[src/rtl/core/gbd_pkg.sv]
// Package: types and constants of the GSM burst datagram deframer.
package gbd_pkg;

    typedef enum logic [2:0] {
        ST_BURST    = 3'd0,
        ST_BAD_LEN  = 3'd1,
        ST_FCCH_SCH = 3'd2,
        ST_DUMMY    = 3'd3,
        ST_OTHER_TS = 3'd4
    } t_status;

    localparam logic [7:0] DATAGRAM_LEN = 8'd154;
    localparam logic [7:0] HEADER_LEN   = 8'd6;
    localparam logic [7:0] BYTE_MAX     = 8'd255;
    localparam logic [7:0] PACK_LO_FIRST = 8'd3;
    localparam logic [7:0] PACK_LO_LAST  = 8'd60;
    localparam logic [7:0] PACK_HI_FIRST = 8'd87;
    localparam logic [7:0] PACK_HI_LAST  = 8'd144;
    localparam logic [7:0] PACK_HI_SHIFT = 8'd29;
    localparam logic [6:0] PACK_LAST_BIT = 7'd115;
    localparam logic [3:0] PACK_LAST_IDX = 4'd14;
    localparam int         PACKED_LEN    = 15;

    localparam logic [8:0] MOD51_X1 = 9'd51;
    localparam logic [8:0] MOD51_X2 = 9'd102;
    localparam logic [8:0] MOD51_X3 = 9'd153;

    // Dummy burst bit pattern, bit 0 first.
    localparam logic [0:147] DUMMY_BITS = {
        3'b000,
        32'b1111_1011_0111_0110_0000_1010_0100_1110,
        32'b0000_1001_0001_0000_0001_1111_0001_1100,
        32'b0101_1100_0101_1100_0101_0111_0100_1010,
        32'b0011_0011_0011_1001_1110_1001_1111_0001,
        14'b0010_1111_1010_10,
        3'b000
    };

    // (fn mod 51) mod 10 < 2, for a residue below 51.
    function automatic logic is_fcch_sch(input logic [5:0] m);
        logic r;
        case (m)
            6'd0, 6'd1, 6'd10, 6'd11, 6'd20, 6'd21,
            6'd30, 6'd31, 6'd40, 6'd41, 6'd50: r = 1'b1;
            default: r = 1'b0;
        endcase
        return r;
    endfunction

endpackage

[src/rtl/core/gsm_burst_datagram_deframer_unit.sv]
// Top level: GSM burst datagram deframer with packed burst store in a RAM.
//
//  channel  dir  handshake                  payload
//  s        in   i_s_tvalid / o_s_tready    tdata rx_byte, tlast end_of_datagram
//  m        out  o_m_tvalid / i_m_tready    tdata fn/slot/power/byte/index,
//                                           tuser status, tlast last_of_run
//  cfg      in   i_cfg_valid / o_cfg_ready  accepted_timeslot
//
// One input byte per cycle; packed bytes are written whole to a 15 x 8 RAM.
// At the final byte a result request is queued; status gives one item, a burst
// gives 15 items, one per cycle while not stalled, read from a registered RAM port.
// Input stalls at a final byte while a queued request is not leaving that cycle,
// or when a write would hit a RAM entry that the current burst has not read out yet.
// Synchronous active-low reset clears counters, header fields, timeslot and handshake state; no sweep.
module gsm_burst_datagram_deframer_unit (
    input  logic        i_clk,
    input  logic        i_rst_n,
    input  logic        i_s_tvalid,
    output logic        o_s_tready,
    input  logic [7:0]  i_s_tdata,   // [7:0] rx_byte
    input  logic        i_s_tlast,
    output logic        o_m_tvalid,
    input  logic        i_m_tready,
    output logic [63:0] o_m_tdata,   // [31:0] frame_number, [39:32] timeslot,
                                     // [47:40] power_attenuation, [55:48] burst_byte,
                                     // [59:56] byte_index, [63:60] zero
    output logic [2:0]  o_m_tuser,   // [2:0] status
    output logic        o_m_tlast,
    input  logic        i_cfg_valid,
    output logic        o_cfg_ready,
    input  logic [2:0]  i_cfg_data
);

    logic [7:0] r_mem [gbd_pkg::PACKED_LEN];
    logic [7:0] r_mem_q;

    logic [2:0]  r_ts;
    logic [7:0]  r_cnt, n_cnt;
    logic [7:0]  r_slot, n_slot;
    logic [31:0] r_fn, n_fn;
    logic [5:0]  r_mod, n_mod;
    logic [7:0]  r_pwr, n_pwr;
    logic        r_dummy, n_dummy;
    logic [7:0]  r_acc, n_acc;

    logic            r_job_vld, n_job_vld;
    gbd_pkg::t_status r_job_st, n_job_st;
    logic [31:0]     r_job_fn, n_job_fn;
    logic [7:0]      r_job_slot, n_job_slot;
    logic [7:0]      r_job_pwr, n_job_pwr;
    logic [3:0]      r_rd_idx, n_rd_idx;

    logic            r_out_vld, n_out_vld;
    logic [2:0]      r_out_st, n_out_st;
    logic [31:0]     r_out_fn, n_out_fn;
    logic [7:0]      r_out_slot, n_out_slot;
    logic [7:0]      r_out_pwr, n_out_pwr;
    logic [7:0]      r_out_byte, n_out_byte;
    logic [3:0]      r_out_idx, n_out_idx;
    logic            r_out_last, n_out_last;

    logic       in_acc, stall, adv, is_burst, item_last;
    logic [7:0] b, q8;
    logic [6:0] q;
    logic       in_burst, pack_lo, pack_hi, bit_v, wr_need;
    logic [3:0] wr_idx;
    logic [7:0] wr_data;
    logic [8:0] s0, s1, s2;

    always_comb begin
        b        = r_cnt - gbd_pkg::HEADER_LEN;
        in_burst = (r_cnt >= gbd_pkg::HEADER_LEN) && (r_cnt < gbd_pkg::DATAGRAM_LEN);
        pack_lo  = (b >= gbd_pkg::PACK_LO_FIRST) && (b <= gbd_pkg::PACK_LO_LAST);
        pack_hi  = (b >= gbd_pkg::PACK_HI_FIRST) && (b <= gbd_pkg::PACK_HI_LAST);
        q8       = pack_lo ? (b - gbd_pkg::PACK_LO_FIRST) : (b - gbd_pkg::PACK_HI_SHIFT);
        q        = q8[6:0];
        bit_v    = |i_s_tdata;
        n_acc    = {r_acc[6:0], bit_v};
        wr_need  = in_burst && (pack_lo || pack_hi)
                   && ((q[2:0] == 3'd7) || (q == gbd_pkg::PACK_LAST_BIT));
        wr_idx   = q[6:3];
        wr_data  = (q == gbd_pkg::PACK_LAST_BIT) ? {n_acc[3:0], 4'h0} : n_acc;

        adv       = !r_out_vld || i_m_tready;
        is_burst  = (r_job_st == gbd_pkg::ST_BURST);
        item_last = !is_burst || (r_rd_idx == gbd_pkg::PACK_LAST_IDX);

        stall = r_job_vld && ((i_s_tlast && !(adv && item_last))
                || (wr_need && (r_job_st == gbd_pkg::ST_BURST) && (wr_idx >= r_rd_idx)));
        o_s_tready  = !stall;
        in_acc      = i_s_tvalid && !stall;
        o_cfg_ready = 1'b1;

        s0 = {3'b000, r_mod} + {1'b0, i_s_tdata};
        s1 = (s0 >= gbd_pkg::MOD51_X3) ? (s0 - gbd_pkg::MOD51_X3) : s0;
        s2 = (s1 >= gbd_pkg::MOD51_X2) ? (s1 - gbd_pkg::MOD51_X2) : s1;
        if (s2 >= gbd_pkg::MOD51_X1) begin
            s2 = s2 - gbd_pkg::MOD51_X1;
        end

        n_cnt   = (r_cnt == gbd_pkg::BYTE_MAX) ? r_cnt : r_cnt + 8'd1;
        n_slot  = r_slot;
        n_fn    = r_fn;
        n_mod   = r_mod;
        n_pwr   = r_pwr;
        n_dummy = r_dummy;
        if (r_cnt == 8'd0) begin
            n_slot = i_s_tdata;
        end else if (r_cnt <= 8'd4) begin
            n_fn  = {r_fn[23:0], i_s_tdata};
            n_mod = s2[5:0];
        end else if (r_cnt == 8'd5) begin
            n_pwr = i_s_tdata;
        end else if (in_burst) begin
            if (i_s_tdata != {7'd0, gbd_pkg::DUMMY_BITS[b]}) begin
                n_dummy = 1'b0;
            end
        end

        if (n_cnt != gbd_pkg::DATAGRAM_LEN) begin
            n_job_st = gbd_pkg::ST_BAD_LEN;
        end else if (gbd_pkg::is_fcch_sch(n_mod)) begin
            n_job_st = gbd_pkg::ST_FCCH_SCH;
        end else if (n_dummy) begin
            n_job_st = gbd_pkg::ST_DUMMY;
        end else if (n_slot != {5'd0, r_ts}) begin
            n_job_st = gbd_pkg::ST_OTHER_TS;
        end else begin
            n_job_st = gbd_pkg::ST_BURST;
        end
        n_job_fn   = n_fn;
        n_job_slot = n_slot;
        n_job_pwr  = n_pwr;

        n_out_vld  = r_out_vld;
        n_out_st   = r_out_st;
        n_out_fn   = r_out_fn;
        n_out_slot = r_out_slot;
        n_out_pwr  = r_out_pwr;
        n_out_byte = r_out_byte;
        n_out_idx  = r_out_idx;
        n_out_last = r_out_last;
        n_rd_idx   = r_rd_idx;
        n_job_vld  = r_job_vld;
        if (adv) begin
            n_out_vld = r_job_vld;
            if (r_job_vld) begin
                n_out_st   = r_job_st;
                n_out_fn   = r_job_fn;
                n_out_slot = r_job_slot;
                n_out_pwr  = r_job_pwr;
                n_out_byte = is_burst ? r_mem_q : 8'd0;
                n_out_idx  = is_burst ? r_rd_idx : 4'd0;
                n_out_last = item_last;
                if (item_last) begin
                    n_job_vld = 1'b0;
                    n_rd_idx  = 4'd0;
                end else begin
                    n_rd_idx = r_rd_idx + 4'd1;
                end
            end
        end
        if (in_acc && i_s_tlast) begin
            n_job_vld = 1'b1;
        end
    end

    always_ff @(posedge i_clk) begin
        if (in_acc && wr_need) begin
            r_mem[wr_idx] <= wr_data;
        end
        r_mem_q <= r_mem[n_rd_idx];
    end

    always_ff @(posedge i_clk) begin
        if (!i_rst_n) begin
            r_ts      <= 3'd0;
            r_cnt     <= 8'd0;
            r_slot    <= 8'd0;
            r_fn      <= 32'd0;
            r_mod     <= 6'd0;
            r_pwr     <= 8'd0;
            r_dummy   <= 1'b1;
            r_job_vld <= 1'b0;
            r_rd_idx  <= 4'd0;
            r_out_vld <= 1'b0;
        end else begin
            if (i_cfg_valid) begin
                r_ts <= i_cfg_data;
            end
            if (in_acc) begin
                if (i_s_tlast) begin
                    r_cnt   <= 8'd0;
                    r_slot  <= 8'd0;
                    r_fn    <= 32'd0;
                    r_mod   <= 6'd0;
                    r_pwr   <= 8'd0;
                    r_dummy <= 1'b1;
                end else begin
                    r_cnt   <= n_cnt;
                    r_slot  <= n_slot;
                    r_fn    <= n_fn;
                    r_mod   <= n_mod;
                    r_pwr   <= n_pwr;
                    r_dummy <= n_dummy;
                end
            end
            r_job_vld <= n_job_vld;
            r_rd_idx  <= n_rd_idx;
            r_out_vld <= n_out_vld;
        end
    end

    always_ff @(posedge i_clk) begin
        if (in_acc && in_burst && (pack_lo || pack_hi)) begin
            r_acc <= n_acc;
        end
        if (in_acc && i_s_tlast) begin
            r_job_st   <= n_job_st;
            r_job_fn   <= n_job_fn;
            r_job_slot <= n_job_slot;
            r_job_pwr  <= n_job_pwr;
        end
        r_out_st   <= n_out_st;
        r_out_fn   <= n_out_fn;
        r_out_slot <= n_out_slot;
        r_out_pwr  <= n_out_pwr;
        r_out_byte <= n_out_byte;
        r_out_idx  <= n_out_idx;
        r_out_last <= n_out_last;
    end

    assign o_m_tvalid = r_out_vld;
    assign o_m_tdata  = {4'h0, r_out_idx, r_out_byte, r_out_pwr, r_out_slot, r_out_fn};
    assign o_m_tuser  = r_out_st;
    assign o_m_tlast  = r_out_last;

endmodule
[config.mk]
export PLATFORM = sky130hd
export DESIGN_NAME = gsm_burst_datagram_deframer_unit
export DESIGN_NICKNAME = d
export VERILOG_FILES = /design/src/rtl/core/gbd_pkg.sv /design/src/rtl/core/gsm_burst_datagram_deframer_unit.sv
export SDC_FILE = /design/constraint.sdc
export NUM_CORES = 1
export LEC_CHECK = 0
export BUFFER_PORTS_ARGS = -buffer_cell sky130_fd_sc_hd__buf_2
export CAP_MARGIN = 10
export CORE_MARGIN = 2
export CORE_UTILIZATION = 25
export CTS_BUF_LIST = sky130_fd_sc_hd__clkbuf_4
export CTS_CLUSTER_SIZE = 12
export DETAILED_ROUTE_END_ITERATION = 8
export PLACE_DENSITY_LB_ADDON = 0.3
export RECOVER_POWER = 100
export SYNTH_ARGS = -nofsm -noshare
export SYNTH_HDL_FRONTEND = slang
export SYNTH_SLANG_ARGS = --single-unit
[constraint.sdc]
create_clock -name i_clk -period 6.2 [get_ports i_clk]
set_input_delay 0.93 -clock i_clk [delete_from_list [all_inputs] [get_ports i_clk]]
set_output_delay 0.93 -clock i_clk [all_outputs]
set_load 0.01 [all_outputs]
# Yosys cells after proc, flatten, opt, wreduce, memory -nomap -nowiden
# Memories as Yosys holds them, arrays and structs flattened. A register that Yosys moved wholly into a read port is not among the register bits.
# Index checks and enable logic that the tools add are counted.
# Widths: inputs -> output; s select.
# classes
n_addsub	9
magnitude_cmp	12
eq_ne	18
mux	41
bitwise_logic	1
n_reduce_logical	32
# ops
operator	n
$mux 32	3
$mux 8	9
$eq 6x5->1 const B	4
$mux 6	4
$eq 6x6->1 const B	3
$mux 9	2
$mux 1	16
$logic_and 1x1->1	15
$eq 6x4->1 const B	2
$mux 4	3
$reduce_or 11->1	1
$add 6x8->9	1
$ge 9x6->1 const B	1
$ge 9x7->1 const B	1
$ge 9x8->1 const B	1
$ge 9x9->1 const B	1
$not 8->9	1
$sub 9x7->9 const B	1
$sub 9x8->9 const B	1
$add 8x1->8 const B	1
$eq 8x3->1 const B	1
$eq 8x8->1 const B	1
$ge 8x2->1 const B	1
$ge 8x3->1 const B	1
30 further kinds	38
# word_totals
reg_bits	194
mem_bits_rw	120
rom_bits	256
in_bits	17
n_memories	2
# memory_table
memory	depth	word_bits	read_ports	rd_clocked_by_memory_dff	write_ports	line	text
(name not given)	256	1	1	0	0	gsm_burst_datagram_deframer_unit.sv:115	if (i_s_tdata != {7'd0, gbd_pkg::DUMMY_BITS[b]}) begin
r_mem	15	8	1	1	1	gsm_burst_datagram_deframer_unit.sv:34	logic [7:0] r_mem [gbd_pkg::PACKED_LEN];

# Longest topological paths before layout
# logic_depth
ltp_word	16
mapped_depth	27
depth_no_buf	24

# Least setup slack after synthesis
# OpenSTA, ideal clock, no wires.
# synth_timing
kind	input to register
start	in i_s_tdata[0]
end	reg r_job_st[0] (data pin)
t_arrival_ns	5.917
t_required_ns	5.945
path_slack_ns	0.027
path_stages	22
n_path_buf	0
path_cell_list	ha_1 > fa_1 > a211oi_2 > nor2_2 > or4_4 > o21ai_4 > o21a_2 > mux2i_2 > inv_1 > ha_1 > o21ai_4 > nand3_4 > xnor2_2 > ha_1 > inv_1 > a221o_1 > o211ai_1 > a21oi_2 > xor2_1 > nor3b_1 > o41ai_2 > a31o_1
# synth_via
elab_chain_len	14
# synth_rtl
element	line	text
start: declaration	gsm_burst_datagram_deframer_unit.sv:20	input logic [7:0] i_s_tdata,
$add 6x8->9	gsm_burst_datagram_deframer_unit.sv:94	s0 = {3'b000, r_mod} + {1'b0, i_s_tdata};
$sub 9x8->9 or $ge 9x8->1 (tied branches)	gsm_burst_datagram_deframer_unit.sv:95	s1 = (s0 >= gbd_pkg::MOD51_X3) ? (s0 - gbd_pkg::MOD51_X3) : s0;
$mux 9	gsm_burst_datagram_deframer_unit.sv:95	
$sub 9x7->9 or $ge 9x7->1 (tied branches)	gsm_burst_datagram_deframer_unit.sv:96	s2 = (s1 >= gbd_pkg::MOD51_X2) ? (s1 - gbd_pkg::MOD51_X2) : s1;
$mux 9	gsm_burst_datagram_deframer_unit.sv:96	
$ge 9x6->1 or $sub 6x6->6 (tied branches)	gsm_burst_datagram_deframer_unit.sv:97, gsm_burst_datagram_deframer_unit.sv:98	
$mux 6	gsm_burst_datagram_deframer_unit.sv:97	if (s2 >= gbd_pkg::MOD51_X1) begin
$mux 6	gsm_burst_datagram_deframer_unit.sv:109	end else if (r_cnt <= 8'd4) begin
$mux 6	gsm_burst_datagram_deframer_unit.sv:107	if (r_cnt == 8'd0) begin
$eq 6x1->1 (tied with other cells)	gbd_pkg.sv:42	case (m)
$reduce_or 11->1	gbd_pkg.sv:42	
$mux 1	gbd_pkg.sv:42	
$mux 1	gsm_burst_datagram_deframer_unit.sv:120	if (n_cnt != gbd_pkg::DATAGRAM_LEN) begin
$mux 2 *	gsm_burst_datagram_deframer_unit.sv:122	end else if (gbd_pkg::is_fcch_sch(n_mod)) begin
end signal: assignment	gsm_burst_datagram_deframer_unit.sv:219	r_job_st <= n_job_st;
end: declaration	gsm_burst_datagram_deframer_unit.sv:47	gbd_pkg::t_status r_job_st, n_job_st;
# Mark *: on every way between the ends. The rest lies on a longest branch, timed or not. The select of a mux whose other input is x is not followed.
# A chain may end at the register's enable or synchronous reset.

# Worst setup path in the final report
# layout_timing
start	reg r_cnt[1]
end	out o_s_tready
# layout_via
elab_chain_len	12
# layout_rtl
element	line	text
start: declaration	gsm_burst_datagram_deframer_unit.sv:38	logic [7:0] r_cnt, n_cnt;
start signal: assignment	gsm_burst_datagram_deframer_unit.sv:200	r_cnt <= n_cnt;
$sub 8x3->8	gsm_burst_datagram_deframer_unit.sv:71	b = r_cnt - gbd_pkg::HEADER_LEN;
$ge 8x2->1 or $le 8x6->1 (tied branches)	gsm_burst_datagram_deframer_unit.sv:73	pack_lo = (b >= gbd_pkg::PACK_LO_FIRST) && (b <= gbd_pkg::PACK_LO_LAST);
$logic_and 1x1->1	gsm_burst_datagram_deframer_unit.sv:73	
$mux 7	gsm_burst_datagram_deframer_unit.sv:75	q8 = pack_lo ? (b - gbd_pkg::PACK_LO_FIRST) : (b - gbd_pkg::PACK_HI_SHIFT);
$eq 7x7->1 or $eq 3x3->1 (tied branches)	gsm_burst_datagram_deframer_unit.sv:80	&& ((q[2:0] == 3'd7) || (q == gbd_pkg::PACK_LAST_BIT));
$logic_or 1x1->1	gsm_burst_datagram_deframer_unit.sv:80	
$logic_and 1x1->1	gsm_burst_datagram_deframer_unit.sv:80	
$logic_and 1x1->1	gsm_burst_datagram_deframer_unit.sv:89	|| (wr_need && (r_job_st == gbd_pkg::ST_BURST) && (wr_idx >= r_rd_idx)));
$logic_and 1x1->1 *	gsm_burst_datagram_deframer_unit.sv:89	
$logic_or 1x1->1 *	gsm_burst_datagram_deframer_unit.sv:89	
$logic_and 1x1->1 *	gsm_burst_datagram_deframer_unit.sv:88	stall = r_job_vld && ((i_s_tlast && !(adv && item_last))
$logic_not 1->1 *	gsm_burst_datagram_deframer_unit.sv:90	o_s_tready = !stall;
end: declaration	gsm_burst_datagram_deframer_unit.sv:19	output logic o_s_tready,
# Mark *: on every way between the ends. The rest lies on a longest branch, timed or not.

==> impl_metrics.tcl <==
set metrics [dict create \
    status "finished, violations left" \
    violations "max-capacitance violations, max-slew violations" \
    first_pass_iters 5 \
    drv_slew 179 \
    pin_count 88 \
    finalCritPeriodShare_pct 93.5 \
    numCtsBuffers 79 \
    ys_seq_elements 322 \
    netSwitchingFraction_pct 25.5 \
    initial_core_util_pct 25.2 \
    period_needed_ps 5800 \
    cts_tree "yes" \
    chipHeight_um 250 \
    rrSetupSlack_ps 440 \
    endpoint_kind "output port" \
    synthToLayoutAreaGrowth_pct 16.7 \
    hold_path_class "register to register" \
    yosysTopAreaCell "edfxtp_1" \
    wire_per_inst_um 15.6 \
    cts_max_level 3 \
    p_leak_nw 6.01 \
    core-area_um2 60100 \
    p_clk_share_pct 38.7 \
    drt_iter0_drc 556 \
    grt_setup_unrepaired "no" \
    dieArea_um2 62500 \
    hpwl_um 24500 \
    crit_fanout 7 \
    gp_congestion 0.810 \
    syn_inst 1350 \
    mostFrequentLayoutCells "edfxtp_1, nand2_1, clkbuf_4, o21ai_0, clkbuf_1" \
    combinationalPowerShare_pct 10.4 \
    drv_cap 3 \
    max_freq_mhz 173 \
    routed-via-count 10726 \
    grt_max_degree 73 \
    peakVddDrop_mv 0.107 \
    rows 90 \
    fin_skew_ps 53.8 \
    overflow 0 \
    ant_nets 0 \
    layout.cells.most_common "edfxtp_1" \
    cts_max_path_buffers 3 \
    fin_util_pct 29.4 \
    finalWirelength_um 36700 \
    cts_sinks 322 \
    clkTransAtPathRegs_ps 70 \
    cp-start-kind "register" \
    yosysUniqueCellTypes 93 \
    async_flop_share_pct 0 \
    syn_area_per_cell_um2 11.2 \
    required_ps 5270 \
    grt_pass1_vias 10717 \
    cp_data_arrival_time_ps 4870 \
    synth_flop_cell "edfxtp_1" \
    net-switching-power_mw 1.17 \
    netlist.area_leader.share_pct 48.0 \
    p_int_mw 3.43 \
    finalSetupViolations 0 \
    antenna_found_initial 3 \
    path_class "register to output port" \
    route.detailed.drc 0 \
    final-hold-violation-count 0 \
    worst_slew_pin_slew_ps 3340 \
    synth_edf_count 242 \
    drive_gt1_share_pct 16.3 \
    cts_root_buffer "clkbuf_4" \
    ys_warn_count 0 \
    hold_slack_ps 392 \
    cts_hold_buf 0 \
    fin_nets 1553 \
    synthesis.area_um2 15100 \
    portBuffers 82 \
    yosysSeqAreaShare_pct 58.6 \
    clk_latency_ps 740 \
    final-instance-count-excl-fill 2356 \
    p_seq_share_pct 51.0 \
    power_density_nw_per_um2 261 \
    dpl.cell_count 2203 \
    setup-tns-final_ps 0 \
    track_usage_pct 11.6 \
    slew-limit-headroom_pct -123 \
    die-width_um 250 \
    grt_pass1_wl_um 58400 \
    via_per_inst 4.55 \
    ys_top_cells_by_area "edfxtp_1, dfxtp_1, nand2_1" \
]
[worst max-delay path, stage by stage, from the launching register on]
cell and delay [ps]:
dfxtp_2 360, ha_2 230, nor3_1 250, nand2_1 110
xnor2_1 420, inv_1 80, nand3_1 140, ha_1 270
a21o_1 200, a21oi_2 160, nor2b_1 60, nor2_1 150
nor2b_1 80, nor2_1 170, xor2_2 240, clkbuf_4 180
ha_1 210, a21o_1 150, a21oi_1 140, o32a_1 230
buf_4 170, buf_2 130
[cell type report]
cell class	instances	area, um^2
inverters	55	206
flip-flops and latches	322	8870
clock buffers	109	818
diodes	3	7.51
well taps	782	978
fillers	6323	42500
multi-input cells	900	5810
clock inverters	37	219
repair buffers	148	743
[cell families (layout without fill, tap and decap cells)]
family / count (synthesis) / after routing / synth area share [%]
and+or+nand+nor: 480 / 480 / 15.2
other: 2 / 8 / 0.0496
DFF: 322 / 322 / 58.6
adders and majority gates: 30 / 30 / 2.53
AOI/OAI and AO/OA: 309 / 309 / 14.0
xor gates and xnor gates: 30 / 30 / 1.89
buffers and inverters: 131 / 349 / 3.44
muxes: 46 / 46 / 4.28
[per-stage QoR]
step	cell area (um^2)	power (mW)	setup slack, ps
finish	17700	4.60	404
global route	17700	4.83	11.8
CTS	17800	4.67	8.29
detailed placement	16700	2.87	-85.9
global placement	16700	2.87	30.6
floorplan	15100	2.73	27.5
[synthesized netlist by cell type (all sizes together), types with 6 or more instances]
cell    count
mux4       11
nor4        7
nor2b      25
a21oi      63
xnor2      18
and2       76
nand3      18
edfxtp    242
dfxtp      80
a211oi     30
and3       10
ha         29
nor3b       8
buf        14
inv        53
o211ai      6
nor3       25
nand2b      7
a311oi     18
xor2       12
or3         7
mux2i      18
a21o        6
a21boi      6
clkbuf     62
o21ai     105
nand2     208
mux2       17
a31oi      19
nor2       77
[routing by layer]
| metal | up-vias | share of wire, % | GRT usage [%] |
|---|---|---|---|
| met5 | - | 0 | 0 |
| met4 | 0 | 2.1 | 4.57 |
| met3 | 49 | 3.9 | 2.01 |
| met2 | 233 | 48 | 19.7 |
| met1 | 5181 | 46 | 14.7 |
| li1 | 5263 | - | - |
[worst paths after layout]
path / startpoint / end / cells after the start
setup / recovery: r_cnt[1]$_SDFFE_PN0P_ / o_s_tready / 21
hold / removal: r_job_slot[5]$_DFFE_PP_ / r_out_slot[5]$_DFFE_PP_ / 0
setup reg to reg: r_mod[0]$_SDFFE_PN0P_ / r_job_st[0]$_SDFFCE_PP1P_ / 23
hold reg to reg: r_job_slot[5]$_DFFE_PP_ / r_out_slot[5]$_DFFE_PP_ / 0
[registers in the layout (all words and copies together), names as in the netlist, 3 cells and up]
name / flops
r_out_pwr: 8
r_job_st: 3
r_job_slot: 8
r_slot: 8
r_out_fn: 32
r_pwr: 8
r_mem_q: 8
r_out_idx: 4
r_rd_idx: 4
r_acc: 7
r_cnt: 8
r_mod: 6
r_fn: 32
o_m_tuser: 3
r_mem: 120
r_out_slot: 8
r_job_pwr: 8
r_job_fn: 32
r_out_byte: 8
r_ts: 3
[power by group through the flow]
stage	combinational (mW)	clock [mW]	sequential, mW
2_1_floorplan	0.336	0	2.39
3_3_place_gp	0.478	0	2.39
3_5_place_dp	0.483	0	2.39
4_1_cts	0.486	1.85	2.34
5_1_grt	0.527	1.96	2.34
6_report	0.477	1.78	2.34
[what timing repair did]
item                       in CTS  in global routing
setup endpoints to repair       1                  1
buffers inserted                0                  4
gates resized for setup         1                  9
pin swaps                       0                  3
Power figures use the tool's default switching activity.
